[config.mk]
export PLATFORM = sky130hd
export DESIGN_NAME = trtfb_cfg
export DESIGN_NICKNAME = d
export VERILOG_FILES = /design/src/rtl/trtfb_pkg.sv /design/src/rtl/trtfb_cfg.sv
export SDC_FILE = /design/constraint.sdc
export NUM_CORES = 1
export LEC_CHECK = 0
export ABC_AREA = 1
export BUFFER_PORTS_ARGS = -buffer_cell sky130_fd_sc_hd__buf_2
export CAP_MARGIN = 20
export CORE_MARGIN = 1
export CORE_UTILIZATION = 44
export DETAILED_ROUTE_END_ITERATION = 6
export HOLD_SLACK_MARGIN = 0.02
export PLACE_DENSITY_LB_ADDON = 0.08
export SETUP_SLACK_MARGIN = 0.1
export SYNTH_ARGS = -nofsm -noshare
export SYNTH_HDL_FRONTEND = slang
export SYNTH_SLANG_ARGS = --single-unit
[constraint.sdc]
create_clock -name clk -period 1.1 [get_ports clk]
set_clock_uncertainty 0.15 [all_clocks]
set_input_delay 0.055 -clock clk [delete_from_list [all_inputs] [get_ports clk]]
set_output_delay 0.055 -clock clk [all_outputs]
set_load 0.005 [all_outputs]
[src/rtl/trtfb_pkg.sv]
// Types, constants and helper functions of the texture fetch and blend block.
`timescale 1ns / 1ps

package trtfb_pkg;

  // Operation codes carried by an input word.
  localparam logic [1:0] OP_WORD     = 2'd0;
  localparam logic [1:0] OP_PALETTE  = 2'd1;
  localparam logic [1:0] OP_PIXEL    = 2'd2;
  localparam logic [1:0] OP_RESERVED = 2'd3;

  // Register indexes on the configuration port.
  localparam logic [2:0] REG_TEXEL_SIZE     = 3'd0;
  localparam logic [2:0] REG_TILE_BASE      = 3'd1;
  localparam logic [2:0] REG_LINE_WORDS     = 3'd2;
  localparam logic [2:0] REG_PALETTE_NUMBER = 3'd3;
  localparam logic [2:0] REG_S_START        = 3'd4;
  localparam logic [2:0] REG_T_START        = 3'd5;
  localparam logic [2:0] REG_STEP_S         = 3'd6;
  localparam logic [2:0] REG_STEP_T         = 3'd7;

  localparam int CFG_AW = 5;

  localparam int          PAL_BASE        = 'h100;
  localparam logic [4:0]  CHAN_MAX        = 5'h1F;
  localparam logic [3:0]  NO_BLEND_BANK   = 4'hD;
  localparam logic [15:0] STEP_ONE        = 16'd1024;
  localparam logic [5:0]  STEP_FORCED_INT = 6'd4;

  // Pixels that can be inside the block at once: five stages and the result register.
  localparam logic [3:0] PIPE_PIXELS = 4'd6;

  typedef struct packed {
    logic        texel_size;
    logic [8:0]  tile_base;
    logic [8:0]  line_words;
    logic [3:0]  palette_number;
    logic [15:0] s_start;
    logic [15:0] t_start;
    logic [15:0] step_s;
    logic [15:0] step_t;
  } cfg_t;

  // Saturating RGB add of RGBA 5-5-5-1 colours, alpha from texel; the texel if !blend_en.
  function automatic logic [15:0] blend_color(input logic [15:0] texel,
                                              input logic [15:0] old_c,
                                              input logic        blend_en);
    logic [5:0] b_sum;
    logic [5:0] g_sum;
    logic [5:0] r_sum;
    logic [4:0] b_sat;
    logic [4:0] g_sat;
    logic [4:0] r_sat;
    b_sum = {1'b0, texel[5:1]}   + {1'b0, old_c[5:1]};
    g_sum = {1'b0, texel[10:6]}  + {1'b0, old_c[10:6]};
    r_sum = {1'b0, texel[15:11]} + {1'b0, old_c[15:11]};
    b_sat = b_sum[5] ? CHAN_MAX : b_sum[4:0];
    g_sat = g_sum[5] ? CHAN_MAX : g_sum[4:0];
    r_sat = r_sum[5] ? CHAN_MAX : r_sum[4:0];
    return blend_en ? {r_sat, g_sat, b_sat, texel[0]} : texel;
  endfunction

endpackage

[src/rtl/trtfb_cfg.sv]
// Configuration register file behind the APB-style port.
`timescale 1ns / 1ps

module trtfb_cfg import trtfb_pkg::*; (
  input  logic              clk,
  input  logic              rst_n,
  input  logic              psel,
  input  logic              penable,
  input  logic              pwrite,
  input  logic [CFG_AW-1:0] paddr,
  input  logic [31:0]       pwdata,
  output logic [31:0]       prdata,
  output logic              pready,
  output cfg_t              cfg
);

  cfg_t       cfg_r;
  logic       wr_en;
  logic [2:0] reg_idx;

  assign pready  = 1'b1;
  assign wr_en   = psel && penable && pwrite && pready;
  assign reg_idx = paddr[CFG_AW-1:2];
  assign cfg     = cfg_r;

  always_ff @(posedge clk) begin
    if (!rst_n) begin
      cfg_r.texel_size     <= 1'b0;
      cfg_r.tile_base      <= 9'd0;
      cfg_r.line_words     <= 9'd0;
      cfg_r.palette_number <= 4'd0;
      cfg_r.s_start        <= 16'd0;
      cfg_r.t_start        <= 16'd0;
      cfg_r.step_s         <= STEP_ONE;
      cfg_r.step_t         <= STEP_ONE;
    end else if (wr_en) begin
      unique case (reg_idx)
        REG_TEXEL_SIZE:     cfg_r.texel_size     <= pwdata[0];
        REG_TILE_BASE:      cfg_r.tile_base      <= pwdata[8:0];
        REG_LINE_WORDS:     cfg_r.line_words     <= pwdata[8:0];
        REG_PALETTE_NUMBER: cfg_r.palette_number <= pwdata[3:0];
        REG_S_START:        cfg_r.s_start        <= pwdata[15:0];
        REG_T_START:        cfg_r.t_start        <= pwdata[15:0];
        REG_STEP_S:         cfg_r.step_s         <= pwdata[15:0];
        REG_STEP_T:         cfg_r.step_t         <= pwdata[15:0];
        default: ;
      endcase
    end
  end

  always_comb begin
    unique case (reg_idx)
      REG_TEXEL_SIZE:     prdata = {31'd0, cfg_r.texel_size};
      REG_TILE_BASE:      prdata = {23'd0, cfg_r.tile_base};
      REG_LINE_WORDS:     prdata = {23'd0, cfg_r.line_words};
      REG_PALETTE_NUMBER: prdata = {28'd0, cfg_r.palette_number};
      REG_S_START:        prdata = {16'd0, cfg_r.s_start};
      REG_T_START:        prdata = {16'd0, cfg_r.t_start};
      REG_STEP_S:         prdata = {16'd0, cfg_r.step_s};
      REG_STEP_T:         prdata = {16'd0, cfg_r.step_t};
      default:            prdata = 32'd0;
    endcase
  end

endmodule

==> flow_summary.yaml, run 1 <==
outcome:
  status: "finished, violations left"
  violations: "negative hold slack, negative setup slack"
synth:
  synth-seq-cells: 87
  syn_area_per_cell_um2: 7.183
  synth_top_area_share: 0.4166
  synth_cell_types: 27
  yosys.area_share.simple: 0.3541
  syn_area_um2: 4180
  synth_xor_area_frac: 0
  synth.area.mux_share: 0
  async_flop_share: 0
  synth_seq_area_share: 0.4166
  synth_fa_ha_area_frac: 0
  yosysWarnings: 0
  synth_top_family_by_area: "simple AND/OR/NAND/NOR gates"
  synth_edf_count: 0
  synth_cells: 582
  ys_top_cells_by_area: "dfxtp_1, nor2_1, o21ai_0, nor3_1, nand2_1"
  yosysTopAreaCell: "dfxtp_1"
  synth-main-ff-cell: "dfxtp_1"
  synth_compound_area_frac: 0.1155
worst_setup_path:
  path_cells: "nand2_1 -> nand2_1 -> nor2_1 -> nand2_1 -> buf_2"
  cpMostUsedCell: "nand2_1"
  r2r-end: "cfg[13]"
  worstSetupStartpointType: "register"
  cp-end-kind: "primary output"
  crit_path_max_fanout: 2
  critPathKind: "reg2out"
  r2r_cells: 5
  r2r_slack_ps: -70
  critPathSlowestCell: "dfxtp_2"
  worstPathArrival_ps: 1200
  cpPeakStageDelay_ps: 340
  required_ps: 890
  r2r_start: "cfg[13]"
grt:
  grt_pass1_vias: 4560
  track_usage: 0.3159
  grt_overflow_total: 0
  grt_max_degree: 53
  grt_pass1_wl_mm: 23.99
  grt_antenna_before_repair: 0
sta:
  slew_viol_final: 0
  setup_viol_count_final: 69
  finalHoldWorstSlack_ps: -6.487
  min_period_ps: 1404
  fmax_ghz: 0.7121
  setup_ws_ps: -304.3
  finalHoldViolCount: 3
  timing.final.crit_share: 1.277
  setup_tns_ps: -4829
  rsz0062_at_grt: "true"
clock_tree:
  clk_path_buf_depth: 2
  path_clk_slew_ps: 100
  worstSkewPairLatency_ps: 370
  cts_hold_buf: 16
  clock_sinks: 87
  htree_levels: 3
  root_buffer: "clkbuf_8"
  cts_buffers: 9
  tritoncts: "built"
finish:
  layout.nets: 872
  fin_area_um2: 7341
  final_cells: 964
  final_core_utilization: 0.7944
  synthToLayoutAreaGrowth_pct: 75.61
  drive_gt1_frac: 0.5617
  diodes: 0
  largest_reg_flops: 87
floorplanning:
  die_height_um: 99.47
  coreArea_um2: 9240
  rows: 35
  start_util: 0.4524
  die_w_um: 99.47
  io_pins: 162
  dieArea_um2: 9894
hold_path:
  hp-start: "rst_n"
  hold_path_end: "cfg[19]"
  worstHoldPathCells: 4
  hold_class: "in2reg"
power_and_ir_drop:
  leakagePower_nw: 3.374
  vdd_drop_max_v: 0.0006339
  power_density_nw_per_um2: 862.4
placement:
  globalplace.congestion: 0.9633
  post-place-cells: 851
  place_area_um2: 5279
  port_buffers: 126
  hpwl_mm: 10.23
detailed_routing:
  drc: 0
  ant_nets: 0
  vias: 5234
  wire_per_inst_um: 17.87
  wirelength_mm: 17.23
  drt_first_pass_iters: 5
  vias_per_cell: 5.429
  drt_iter0_markers: 430
run:
  max-cap-violations: 0
## cells by family after synthesis
| family | Yosys count |
|---|---|
| flip-flops | 87 |
| AO/OA/AOI/OAI | 95 |
| buffers and inverters | 82 |
| other | 2 |
| AND/OR/NAND/NOR | 316 |
## where the power goes
part / internal [mW] / total (mW) / switching [mW]
Sequential: 3.18 / 3.22 / 0.0379
Clock: 0.901 / 2.15 / 1.25
Combinational: 0.434 / 0.957 / 0.523
## repair_timing
item,4_1_cts,5_1_grt
hold endpoints to repair,87,14
setup endpoints to repair,118,156
gates cloned,1,0
setup buffers,50,51
resized for setup,227,128
pin swaps,69,61
## cell type report
type | instances | area (um^2)
Clock buffer | 11 | 141.4
Timing Repair Buffer | 277 | 2638
Multi-Input combinational cell | 428 | 2361
Sequential cell | 87 | 1863
Fill cell | 610 | 1899
Tap cell | 129 | 161.4
Inverter | 27 | 135.1
Clock inverter | 5 | 41.29
## per-layer routing
| metal | track usage | routed length (um) | part of all wire |
|---|---|---|---|
| met1 | 0.4384 | 7178 | 0.42 |
| met3 | 0.06606 | 1487 | 0.086 |
| met2 | 0.4856 | 8142 | 0.47 |
| met5 | 0 | 0 | 0 |
| met4 | 0.1120 | 419 | 0.024 |
## synthesized netlist by cell type (2+ instances only)
| cell type | instances |
|---|---|
| nand2_1 | 68 |
| a21oi_1 | 2 |
| buf_6 | 9 |
| nor2_8 | 2 |
| clkbuf_1 | 14 |
| nor2_1 | 134 |
| nand3_4 | 4 |
| nand4_1 | 21 |
| buf_2 | 12 |
| dfxtp_1 | 87 |
| nand3_1 | 23 |
| nor2_4 | 4 |
| o21ai_0 | 90 |
| nor3_1 | 55 |
| inv_1 | 22 |
| buf_4 | 18 |
| nand2_4 | 2 |
| inv_2 | 3 |
| o21a_1 | 3 |
| conb_1 | 2 |
## worst max-delay path by stage
stage                  start   endpoint  slack [ps]  depth (start not counted)
floorplan           paddr[2]    cfg[21]          20                          8
global placement    paddr[4]    cfg[60]        -280                          6
detailed placement  paddr[4]    cfg[52]        -310                          6
CTS                  cfg[51]  prdata[3]        -330                          6
global route         cfg[23]  prdata[7]        -380                          5
finish               cfg[23]  prdata[7]        -300                          5
## layout by cell type, fill, tap and decap left out, types with 13 or more instances in the layout
cell type / count
nand2_1: 58
o21ai_0: 58
nor3_1: 36
inv_1: 13
nor2_1: 124
nand4_1: 21
nor3_2: 19
o21ai_2: 20
dlygate4sd3_1: 16
buf_6: 126
nand3_2: 16
buf_4: 60
conb_1: 17
buf_2: 59
dfxtp_2: 82
## worst max-delay path, delay by kind of cell, from the launching register on
family                 cells  cell delay [ps]
AND/OR/NAND/NOR            4              360
flip-flops                 1              340
buffers and inverters      1              130
## stage by stage
step	setup WS (ps)	total power [mW]
after global routing	-376.0	6.522
after detailed placement	-308.5	3.962
after global placement	-275.6	3.954
final	-304.3	6.331
after floorplan	15.20	3.674
after CTS	-329.0	6.233
No activity file was read; power rests on OpenSTA's default activity.
==> inputs of run 2 (changes only) <==
- BUFFER_PORTS_ARGS: -buffer_cell sky130_fd_sc_hd__buf_2 -> unset
- CORE_UTILIZATION: 44 -> 57
- DONT_BUFFER_PORTS: unset -> 1
==> flow_summary.yaml, run 2 (synthesis gave the netlist of run 1 again) <==
sta:
  fmax_ghz: 0.7713
  finalHoldWorstSlack_ps: -331.2
  slew_viol_final: 0
  setup_viol_count_final: 17
  finalHoldViolCount: 87
  timing.final.crit_share: 1.179
  rsz0062_at_grt: "true"
  min_period_ps: 1297
  setup_ws_ps: -196.5
finish:
  multi_input_area_um2: 2237
  synthToLayoutAreaGrowth_pct: 17.24
  fillerInstances: 586
  mostFrequentLayoutCells: "nor2_1, o21ai_0, dfxtp_2, nand2_1, nor3_1"
  drive_gt1_frac: 0.3171
  largest_reg_flops: 87
  layout.nets: 633
  seqCellArea_um2: 1853
  final_core_utilization: 0.7058
  final_common_cell: "nor2_1"
  fin_area_um2: 4901
placement:
  globalplace.congestion: 0.8411
  hpwl_mm: 8.715
  post-place-ws_ps: -65.65
  port_buffers: 0
  place_area_um2: 4279
power_and_ir_drop:
  power_frac_comb: 0.067
  cellInternalPower_mw: 4.493
  vdd_drop_max_v: 0.0007712
  clkPwrFrac: 0.391
  pwr-share-seq: 0.542
  sw_frac_of_total: 0.2437
  leakagePower_nw: 2.015
  power_density_nw_per_um2: 1212
  switchingPower_mw: 1.448
worst_setup_path:
  required_ps: 890
  crit_path_max_fanout: 2
  worstSetupStartpointType: "register"
  critPathKind: "reg2out"
  cp-end-kind: "primary output"
  worstPathArrival_ps: 1090
grt:
  grt_pass1_wl_mm: 19.63
  grtUsageMet3: 0.1084
  track_usage: 0.3409
  grt_antenna_before_repair: 1
  grt_pass1_vias: 3647
  busiest_layer: "met2"
  grt_util_met2: 0.5114
  grt_util_met1: 0.4663
  grt_overflow_total: 0
  grt_max_degree: 88
clock_tree:
  clk_path_buf_depth: 2
  path_clk_slew_ps: 90
  tritoncts: "built"
  htree_levels: 3
  cts_buffers: 9
  clock_sinks: 87
  worstSkewPairLatency_ps: 350
  root_buffer: "clkbuf_8"
detailed_routing:
  drt_first_pass_iters: 5
  drc: 0
  ant_nets: 0
  wirelength_mm: 13.11
  vias: 4019
  vias_per_cell: 5.799
  drt_iter0_markers: 376
  wire_per_inst_um: 18.92
run:
  max-cap-violations: 0
floorplanning:
  die_w_um: 87.64
  dieArea_um2: 7680
  coreArea_um2: 6944
  start_util: 0.6020
  io_pins: 162
  rows: 30
  die_height_um: 87.64
outcome:
  status: "finished, violations left"
  violations: "negative hold slack, negative setup slack"
hold_path:
  hold_class: "in2reg"
[run 2: through the flow]
stage	power, mW	TNS (ps)	instances
6_report	5.941	-1811	693
5_1_grt	6.129	-2497	693
4_1_cts	5.925	-1691	689
3_5_place_dp	3.610	-845.6	665
3_3_place_gp	3.604	-347.2	665
2_1_floorplan	3.674	0	597
[run 2: timing repair]
| action | 4_1_cts | 5_1_grt |
|---|---|---|
| hold buffers | 6 | 3 |
| hold endpoints to repair | 87 | 87 |
| setup endpoints to repair | 22 | 29 |
| pin swaps | 24 | 17 |
| gates resized for setup | 98 | 50 |
| buffers inserted | 3 | 2 |
| gates cloned | 0 | 0 |
[run 2: area by class of cell]
type	count	area share
multi-input cells	428	0.4565
flip-flops and latches	87	0.3781
repair buffers	38	0.07327
clock buffers	12	0.03166
inverters	27	0.02502
well taps	96	0.02451
clock inverters	4	0.01047
diodes	1	0.0005106
[run 2: worst paths after layout]
path | depth (start not counted) | slack, ps | from | end
min reg2reg | 2 | 350 | cfg[26] | cfg[26]
min | 2 | -330 | pwdata[10] | cfg[10]
max reg2reg | 4 | 140 | cfg[51] | cfg[51]
max | 5 | -200 | cfg[52] | prdata[4]
[run 2: layer usage]
metal | share of wire | vias to the layer above
li1 | - | 1915
met2 | 0.45 | 243
met3 | 0.12 | 19
met5 | 0 | -
met1 | 0.41 | 1842
met4 | 0.014 | 0
[run 2: power by group through the flow]
stage / logic, mW / clock network [mW] / registers [mW]
after floorplan: 0.384 / 0 / 3.29
after global placement: 0.301 / 0 / 3.30
after detailed placement: 0.305 / 0 / 3.30
after CTS: 0.360 / 2.33 / 3.23
after global routing: 0.435 / 2.47 / 3.23
final: 0.398 / 2.32 / 3.22
[run 2: worst max-delay path, cell delays in order (launching register included)]
cell,delay [ps]
dfxtp_2,350
nand3_2,70
o21ai_1,80
buf_4,150
inv_2,40
nand3_2,60
