==> src/rtl/trtfb_pkg.sv <==
// Types, constants and helper functions of the texture fetch and blend block.
`timescale 1ns / 1ps

package trtfb_pkg;

  // Operation codes carried by an input word.
  localparam logic [1:0] OP_WORD     = 2'd0;
  localparam logic [1:0] OP_PALETTE  = 2'd1;
  localparam logic [1:0] OP_PIXEL    = 2'd2;
  localparam logic [1:0] OP_RESERVED = 2'd3;

  // Register indexes on the configuration port.
  localparam logic [2:0] REG_TEXEL_SIZE     = 3'd0;
  localparam logic [2:0] REG_TILE_BASE      = 3'd1;
  localparam logic [2:0] REG_LINE_WORDS     = 3'd2;
  localparam logic [2:0] REG_PALETTE_NUMBER = 3'd3;
  localparam logic [2:0] REG_S_START        = 3'd4;
  localparam logic [2:0] REG_T_START        = 3'd5;
  localparam logic [2:0] REG_STEP_S         = 3'd6;
  localparam logic [2:0] REG_STEP_T         = 3'd7;

  localparam int CFG_AW = 5;

  localparam int          PAL_BASE        = 'h100;
  localparam logic [4:0]  CHAN_MAX        = 5'h1F;
  localparam logic [3:0]  NO_BLEND_BANK   = 4'hD;
  localparam logic [15:0] STEP_ONE        = 16'd1024;
  localparam logic [5:0]  STEP_FORCED_INT = 6'd4;

  // Pixels that can be inside the block at once: five stages and the result register.
  localparam logic [3:0] PIPE_PIXELS = 4'd6;

  typedef struct packed {
    logic        texel_size;
    logic [8:0]  tile_base;
    logic [8:0]  line_words;
    logic [3:0]  palette_number;
    logic [15:0] s_start;
    logic [15:0] t_start;
    logic [15:0] step_s;
    logic [15:0] step_t;
  } cfg_t;

  // Saturating RGB add of RGBA 5-5-5-1 colours, alpha from texel; the texel if !blend_en.
  function automatic logic [15:0] blend_color(input logic [15:0] texel,
                                              input logic [15:0] old_c,
                                              input logic        blend_en);
    logic [5:0] b_sum;
    logic [5:0] g_sum;
    logic [5:0] r_sum;
    logic [4:0] b_sat;
    logic [4:0] g_sat;
    logic [4:0] r_sat;
    b_sum = {1'b0, texel[5:1]}   + {1'b0, old_c[5:1]};
    g_sum = {1'b0, texel[10:6]}  + {1'b0, old_c[10:6]};
    r_sum = {1'b0, texel[15:11]} + {1'b0, old_c[15:11]};
    b_sat = b_sum[5] ? CHAN_MAX : b_sum[4:0];
    g_sat = g_sum[5] ? CHAN_MAX : g_sum[4:0];
    r_sat = r_sum[5] ? CHAN_MAX : r_sum[4:0];
    return blend_en ? {r_sat, g_sat, b_sat, texel[0]} : texel;
  endfunction

endpackage

==> src/rtl/trtfb_coord.sv <==
// Texture coordinate state: reload, per-row and per-pixel stepping, texel position.
`timescale 1ns / 1ps

module trtfb_coord import trtfb_pkg::*; #(
  parameter int AW = 9
) (
  input  logic          clk,
  input  logic          rst_n,
  input  logic          step_en,
  input  logic          rect_start,
  input  logic          row_start,
  input  cfg_t          cfg,
  output logic [AW-1:0] word_off,
  output logic [3:0]    texel_sel,
  output logic [AW-1:0] row_y
);

  logic [31:0] coord_s_r;
  logic [31:0] coord_t_r;
  logic [31:0] coord_s_nxt;
  logic [31:0] coord_t_nxt;
  logic [31:0] cur_s;
  logic [31:0] s_start_x;
  logic [31:0] t_start_x;
  logic [31:0] step_s_x;
  logic [31:0] step_t_x;
  logic [15:0] step_s_eff;

  // Steps are 5.10 and coordinates 10.5, so a step adds its value shifted down by five.
  always_comb begin
    s_start_x  = {{16{cfg.s_start[15]}}, cfg.s_start};
    t_start_x  = {{16{cfg.t_start[15]}}, cfg.t_start};
    step_t_x   = {{21{cfg.step_t[15]}}, cfg.step_t[15:5]};
    // A horizontal step with integer part four is taken as one.
    step_s_eff = (cfg.step_s[15:10] == STEP_FORCED_INT) ? STEP_ONE : cfg.step_s;
    step_s_x   = {{21{step_s_eff[15]}}, step_s_eff[15:5]};

    if (rect_start) begin
      coord_t_nxt = t_start_x;
    end else if (row_start) begin
      coord_t_nxt = coord_t_r + step_t_x;
    end else begin
      coord_t_nxt = coord_t_r;
    end
    cur_s       = (rect_start || row_start) ? s_start_x : coord_s_r;
    coord_s_nxt = cur_s + step_s_x;
  end

  always_ff @(posedge clk) begin
    if (!rst_n) begin
      coord_s_r <= 32'd0;
      coord_t_r <= 32'd0;
    end else if (step_en) begin
      coord_s_r <= coord_s_nxt;
      coord_t_r <= coord_t_nxt;
    end
  end

  // Only the low address bits matter since the memory address wraps.
  assign word_off  = cfg.texel_size ? cur_s[8 +: AW] : cur_s[9 +: AW];
  assign texel_sel = cfg.texel_size ? {1'b0, cur_s[7:5]} : cur_s[8:5];
  assign row_y     = coord_t_nxt[5 +: AW];

endmodule

==> config.mk <==
export PLATFORM = sky130hd
export DESIGN_NAME = trtfb_coord
export DESIGN_NICKNAME = d
export VERILOG_FILES = /design/src/rtl/trtfb_pkg.sv /design/src/rtl/trtfb_coord.sv
export SDC_FILE = /design/constraint.sdc
export NUM_CORES = 1
export LEC_CHECK = 0
export BUFFER_PORTS_ARGS = -buffer_cell sky130_fd_sc_hd__buf_2
export CORE_ASPECT_RATIO = 0.5
export CORE_UTILIZATION = 30
export CTS_CLUSTER_SIZE = 10
export DETAILED_ROUTE_END_ITERATION = 8
export PLACE_DENSITY_LB_ADDON = 0.2
export SLEW_MARGIN = 5
export SYNTH_ARGS = -nofsm -noshare
export SYNTH_HDL_FRONTEND = slang
export SYNTH_SLANG_ARGS = --single-unit
==> constraint.sdc <==
create_clock -name clk -period 3.54 [get_ports clk]
set_clock_uncertainty 0.15 [all_clocks]
set_input_delay 0.885 -clock clk [delete_from_list [all_inputs] [get_ports clk]]
set_output_delay 0.885 -clock clk [all_outputs]
set_load 0.02 [all_outputs]
==> metrics.md, run 1 <==
| Metric | Value |
|---|---|
| Post-route cell area | 4680 um2 |
| RSZ-0062 raised after global routing | true |
| Hold_ws | 305 ps |
| # hold bufs at CTS | 0 |
| Num Clock Sinks | 32 |
| Synth warnings | 0 |
| Worst-Skew Late Latency | 280 ps |
| CP arrival | 2790 ps |
| Most used DFF post-synth | dfxtp_1 |
| Wire length of the first global-routing pass | 15.7 mm |
| Critical R2R Launch | coord_t_r[0]$_SDFFE_PN0P_ |
| Clock buffer depth | 2 |
| Worst Setup EP | row_y[7] |
| Cells after synthesis | 409 |
| Synth Register Bits | 32 |
| Dpl ws | -348 ps |
| Total length of routed wires | 9.57 mm |
| Yosys cell types | 60 |
| Reg power frac | 0.258 |
| Syn Area/Cell | 8.13 um2 |
| Largest family of logic cells by synthesized area | compound AO/OA/AOI/OAI gates |
| Logic pwr share | 0.469 |
| Vias per cell | 4.90 |
| Post-route ant nets | 0 |
| Residual DRC | 0 |
| Ratio of cells with drive above 1 in the final layout | 0.377 |
| Initial Utilization | 0.318 |
| GRT Resource Usage Total | 0.170 |
| Post-route minimum period | 3830 ps |
| Hold Path Origin | coord_s_r[13]$_SDFFE_PN0P_ |
| Leak Pwr | 0.00226 uW |
| Fill cell count | 1096 |
| Seq. cell area | 641 um2 |
| NumNets Final | 667 |
| Syn Nets | 533 |
| Global route overflow | 0 |
| Worst setup path class | input pin to output port |
| Final setup margin | -288 ps |
| Areal power density over the cells | 355 nW/um2 |
| Starting DRC count in detailed routing | 118 |
| Crit path launch | cfg[5] |
| Initial antenna violation count | 0 |
| Worst hold-check path type | flip-flop to flip-flop |
| Reg2reg end | coord_t_r[12]$_SDFFE_PN0P_ |
| Multi-input gate area | 2630 um2 |
| Via count | 3355 |
| Synth Area in Adders | 0.125 |
| Die span in y | 76.5 um |
| Number of global-route vias before repair | 3269 |
| Switching Share | 0.352 |
| H-tree levels | 2 |
| Endpoints failing setup | 4 |
| Port Buffers | 79 |
| Crit path capture type | output port |
| Rel. slew slack | 0.506 |
| Gpl congestion | 0.801 |
| Tcrit/Tclk final | 1.08 |
| Core area | 10500 um2 |
| Startpoint types | input pin |
| Maximum clock rate | 261 MHz |
| Critical path required time | 2500 ps |
| Tot Pwr | 1660 uW |
| Asr flop ratio synth | 0 |
| Row Count | 26 |
| Worst Max-Slew Pin Slew | 740 ps |
| Area of the die | 11500 um2 |
| Num CTS Buffers | 5 |
| Post-synth EDFFs | 0 |
| Die X | 151 um |
| Psw | 584 uW |
| Num ports | 114 |
| Pin count of the biggest net entering global routing | 41 |
| Simple-Gate Fraction of Synth Area | 0.174 |
| Final Max Tran Viols | 0 |
| Multiplexer share of the synthesized area | 0.111 |
| Clock share of power | 0.273 |
| Root buf cell | clkbuf_16 |
| Register area share after synthesis | 0.193 |
| Internal power | 1080 uW |
| Status | complete, but fails checks |
| Crit-path max FO | 4 |
| Maximum VDD drop | 133 uV |
| Dpl hpwl | 7.08 mm |
| Violations in the final reports | negative setup slack |
| Synth Area in Compound Gates | 0.266 |
| DRT Pass-1 Iters | 4 |
| XOR/XNOR Fraction of Synth Area | 0.0658 |
| Max-cap violations | 0 |
| Reg2Reg Depth | 10 |
| P&R area growth vs syn | 40.7% |
| Wire per inst | 14.0 um |
| TritonCTS clock tree | built |
| Area after DPL | 4300 um2 |
| Clock Pin Slew Worst Setup and Hold Paths | 50 ps |
| Diodes inserted | 0 |
| Reg-to-reg setup timing slack | 1040 ps |
| Synthesized cell area | 3330 um2 |
| Final Hold Viols | 0 |
-- what timing repair did --
action                     CTS  global route
pin swaps                   18            20
buffers inserted             3             6
gates cloned                 0             0
gates resized for setup     18            14
setup endpoints to repair    7            15
-- layout make-up --
| type | count | share of cell area |
|---|---|---|
| multi-input cells | 329 | 0.561 |
| repair buffers | 156 | 0.218 |
| flip-flops and latches | 32 | 0.137 |
| well taps | 140 | 0.0374 |
| clock buffers | 8 | 0.0313 |
| inverters | 19 | 0.0152 |
-- stage by stage --
stage	utilization	std cells	setup TNS, ps
6_report	0.447	684	-775
5_1_grt	0.447	684	-1170
4_1_cts	0.437	679	-618
3_5_place_dp	0.411	669	-1970
3_3_place_gp	0.411	669	-1780
2_1_floorplan	-	409	-118
-- worst min path at each step --
stage,cells past startpoint,end,slack (ps)
finish,2,coord_s_r[13]$_SDFFE_PN0P_,300
global route,2,coord_s_r[13]$_SDFFE_PN0P_,340
CTS,2,coord_s_r[13]$_SDFFE_PN0P_,310
detailed placement,2,coord_s_r[13]$_SDFFE_PN0P_,300
global placement,2,coord_s_r[13]$_SDFFE_PN0P_,300
floorplan,2,coord_s_r[13]$_SDFFE_PN0P_,270
-- cells in the final DEF (no fill, tap or decap), drive strengths merged, types with 2 or more instances in the layout --
| master | count |
|---|---|
| a21oi | 34 |
| ha | 30 |
| nor2 | 19 |
| o221ai | 2 |
| nand2b | 3 |
| a21o | 13 |
| nand4 | 5 |
| xor2 | 8 |
| nor2b | 17 |
| a211oi | 4 |
| nor4 | 2 |
| and2 | 8 |
| nand2 | 27 |
| o21bai | 4 |
| buf | 156 |
| nor3 | 2 |
| o22ai | 9 |
| o211ai | 8 |
| o21ai | 28 |
| xnor2 | 17 |
| a31oi | 8 |
| a2111oi | 2 |
| mux2 | 8 |
| a211o | 2 |
| nor3b | 5 |
| fa | 2 |
| mux2i | 28 |
| and3 | 4 |
| dfxtp | 32 |
| clkbuf | 8 |
| nor4b | 2 |
| nand3b | 2 |
| inv | 19 |
| o21a | 3 |
| nand3 | 9 |
-- critical path, stage by stage --
cell       delay, ps
buf_6             90
ha_4             150
fa_2             340
a21oi_2          180
o221ai_2         160
buf_4            160
o211ai_2         150
nand3_2          130
a2111oi_4        310
nor2_2            90
buf_6            140
-- synthesized netlist by cell type, types with 6 or more instances --
library cell,instances,area (um2)
a21o_1,13,97.6
a21oi_1,31,155
a31oi_1,8,50.1
and2_1,8,50.1
buf_4,9,67.6
clkbuf_1,14,52.6
dfxtp_1,32,641
ha_1,30,375
inv_1,19,71.3
mux2_2,8,90.1
mux2i_1,28,280
nand2_1,27,101
nand3_1,8,40.0
nor2_1,18,67.6
nor2b_1,17,106
o211ai_1,6,45.0
o21ai_0,20,100
o21ai_1,8,40.0
o22ai_1,8,50.1
xnor2_1,17,149
xor2_1,8,70.1
-- registers in the layout, summed over array words and instances, names as in the netlist --
register and count:
coord_t_r 14, coord_s_r 18
-- power by group through the flow --
stage	Clock [uW]	Sequential, uW	Combinational, uW
floorplan	0	425	488
global placement	0	432	721
detailed placement	0	433	722
CTS	465	428	756
global route	486	434	861
finish	453	428	780
-- metal layers --
metal  share of wire  up-vias  global-route usage
met2            0.45       40               0.272
li1                -     1755                   -
met3           0.033        5              0.0317
met5               0        -                   0
met1            0.51     1555               0.235
met4          0.0072        0              0.0370
-- cell families (layout without fill, tap and decap cells) --
| group | count (synthesis) | after routing |
|---|---|---|
| compound gates | 127 | 127 |
| xor+xnor | 25 | 25 |
| simple gates | 109 | 109 |
| flops | 32 | 32 |
| buf+inv | 48 | 183 |
| fa+ha+maj | 32 | 32 |
| mux | 36 | 36 |
Power figures use the tool's default switching activity.
==> run 2: changes to the inputs <==
--- a/config.mk
+++ b/config.mk
@@ -7,7 +7,7 @@
 export LEC_CHECK = 0
 export BUFFER_PORTS_ARGS = -buffer_cell sky130_fd_sc_hd__buf_2
 export CORE_ASPECT_RATIO = 0.5
-export CORE_UTILIZATION = 30
+export CORE_UTILIZATION = 45
 export CTS_CLUSTER_SIZE = 10
 export DETAILED_ROUTE_END_ITERATION = 8
 export PLACE_DENSITY_LB_ADDON = 0.2
==> metrics.md, run 2 (same netlist as run 1, synthesis figures left out) <==
| Metric | Value |
|---|---|
| Pin count of the biggest net entering global routing | 41 |
| RSZ-0062 raised after global routing | true |
| Via count | 3389 |
| Worst Max-Slew Pin Slew | 707 ps |
| Crit-path max FO | 4 |
| Commonest cells after routing, fill and taps aside | 73 x buf_4, 72 x buf_2, 32 x dfxtp_1, 28 x mux2i_1, 27 x nand2_1 |
| Area of the die | 7760 um2 |
| Clock Pin Slew Worst Setup and Hold Paths | 50 ps |
| Number of global-route vias before repair | 3215 |
| Die X | 124 um |
| Global route overflow | 0 |
| Largest Register | coord_s_r |
| Post-route minimum period | 3850 ps |
| Num ports | 114 |
| Hold_ws | 311 ps |
| Final Hold Viols | 0 |
| Maximum clock rate | 260 MHz |
| Commonest non-fill, non-tap cell in the layout | buf_4 |
| Critical path required time | 2500 ps |
| Final Max Tran Viols | 0 |
| Num Clock Sinks | 32 |
| Max reg flops | 18 |
| NumNets Final | 660 |
| Violations in the final reports | negative setup slack |
| P&R area growth vs syn | 36.9% |
| Endpoints failing setup | 4 |
| # hold bufs at CTS | 0 |
| H-tree levels | 2 |
| GRT Resource Usage Total | 0.230 |
| Worst-Skew Late Latency | 280 ps |
| Residual DRC | 0 |
| Num CTS Buffers | 5 |
| Core area | 6910 um2 |
| Diodes inserted | 0 |
| Port Buffers | 79 |
| Rel. slew slack | 0.528 |
| Largest stage delay on the critical path | 370 ps |
| Vias per cell | 5.39 |
| Initial Utilization | 0.481 |
| Startpoint types | input pin |
| Maximum VDD drop | 194 uV |
| Max-cap violations | 0 |
| CP arrival | 2810 ps |
| Areal power density over the cells | 362 nW/um2 |
| Gpl congestion | 0.844 |
| Post-route ant nets | 0 |
| Wire length of the first global-routing pass | 14.4 mm |
| Root buf cell | clkbuf_16 |
| Final setup margin | -309 ps |
| Dpl hpwl | 6.41 mm |
| Clock buffer depth | 2 |
| TritonCTS clock tree | built |
| DRT Pass-1 Iters | 6 |
| Total length of routed wires | 8.94 mm |
| CP most frequent cell | buf_6 |
| Initial antenna violation count | 0 |
| Row Count | 21 |
| Worst setup path class | input pin to output port |
| Setup TNS | -702 ps |
| CP Cell Sequence | buf_6 -> ha_4 -> fa_2 -> a21oi_4 -> o221ai_4 -> buf_4 -> o211ai_2 -> nand3_2 -> a2111oi_4 -> nor2_4 -> buf_6 |
| Regs by FF count | coord_s_r (18), coord_t_r (14) |
| Ratio of cells with drive above 1 in the final layout | 0.369 |
| Tcrit/Tclk final | 1.09 |
| Leak Pwr | 0.00224 uW |
| Starting DRC count in detailed routing | 165 |
| Crit path capture type | output port |
| Worst hold-check path type | flip-flop to flip-flop |
| Status | complete, but fails checks |
| Die span in y | 62.8 um |
| Wire per inst | 14.2 um |
| CP max-delay cell | fa_2 |
-- run 2: per-layer routing --
| layer | up-vias | routed length [um] | global-route usage | part of all wire |
|---|---|---|---|---|
| met4 | 0 | 112 | 0.0633 | 0.013 |
| met1 | 1554 | 4440 | 0.298 | 0.50 |
| met2 | 80 | 4050 | 0.395 | 0.45 |
| met5 | - | 0 | 0 | 0 |
| met3 | 13 | 335 | 0.0338 | 0.037 |
| li1 | 1742 | - | - | - |
-- run 2: cell type report --
cell class / instances / area [um2]
multi-input combinational: 329 / 2610
fill: 606 / 2350
timing repair buffer: 149 / 971
sequential: 32 / 641
clock buffer: 8 / 146
tap: 92 / 115
inverter: 19 / 71.3
-- run 2: final timing paths --
path                                 to  cells past startpoint  slack [ps]                  startpoint
max                            row_y[7]                     11        -310                      cfg[5]
min          coord_s_r[13]$_SDFFE_PN0P_                      2         310  coord_s_r[13]$_SDFFE_PN0P_
max reg2reg  coord_t_r[12]$_SDFFE_PN0P_                     11         910   coord_t_r[0]$_SDFFE_PN0P_
min reg2reg  coord_s_r[13]$_SDFFE_PN0P_                      2         310  coord_s_r[13]$_SDFFE_PN0P_
-- run 2: what timing repair did --
item,in CTS,in global routing
pin swaps,12,7
setup endpoints to repair,7,15
buffers inserted,5,5
resized for setup,10,23
-- run 2: through the flow --
stage	power, uW	setup WS [ps]	instance area (um2)	std cells	utilization
final	1650	-309	4560	629	0.659
after global routing	1750	-366	4560	629	0.659
after CTS	1610	-268	4420	624	0.639
after detailed placement	1140	-349	4190	612	0.606
after global placement	1130	-311	4190	612	0.606
after floorplan	914	-92.8	3350	409	-
-- run 2: worst max-delay path: cells and delay by family --
kind	cells	cell delay, ps
simple gates	2	220
buf+inv	3	390
compound gates	4	800
fa+ha+maj	2	520
-- run 2: report_power, final --
part	switching [uW]	total (uW)	leakage, uW	internal, uW
Sequential	25.9	427	0.000265	401
Combinational	389	775	0.00190	387
Clock	167	448	0.0000712	281
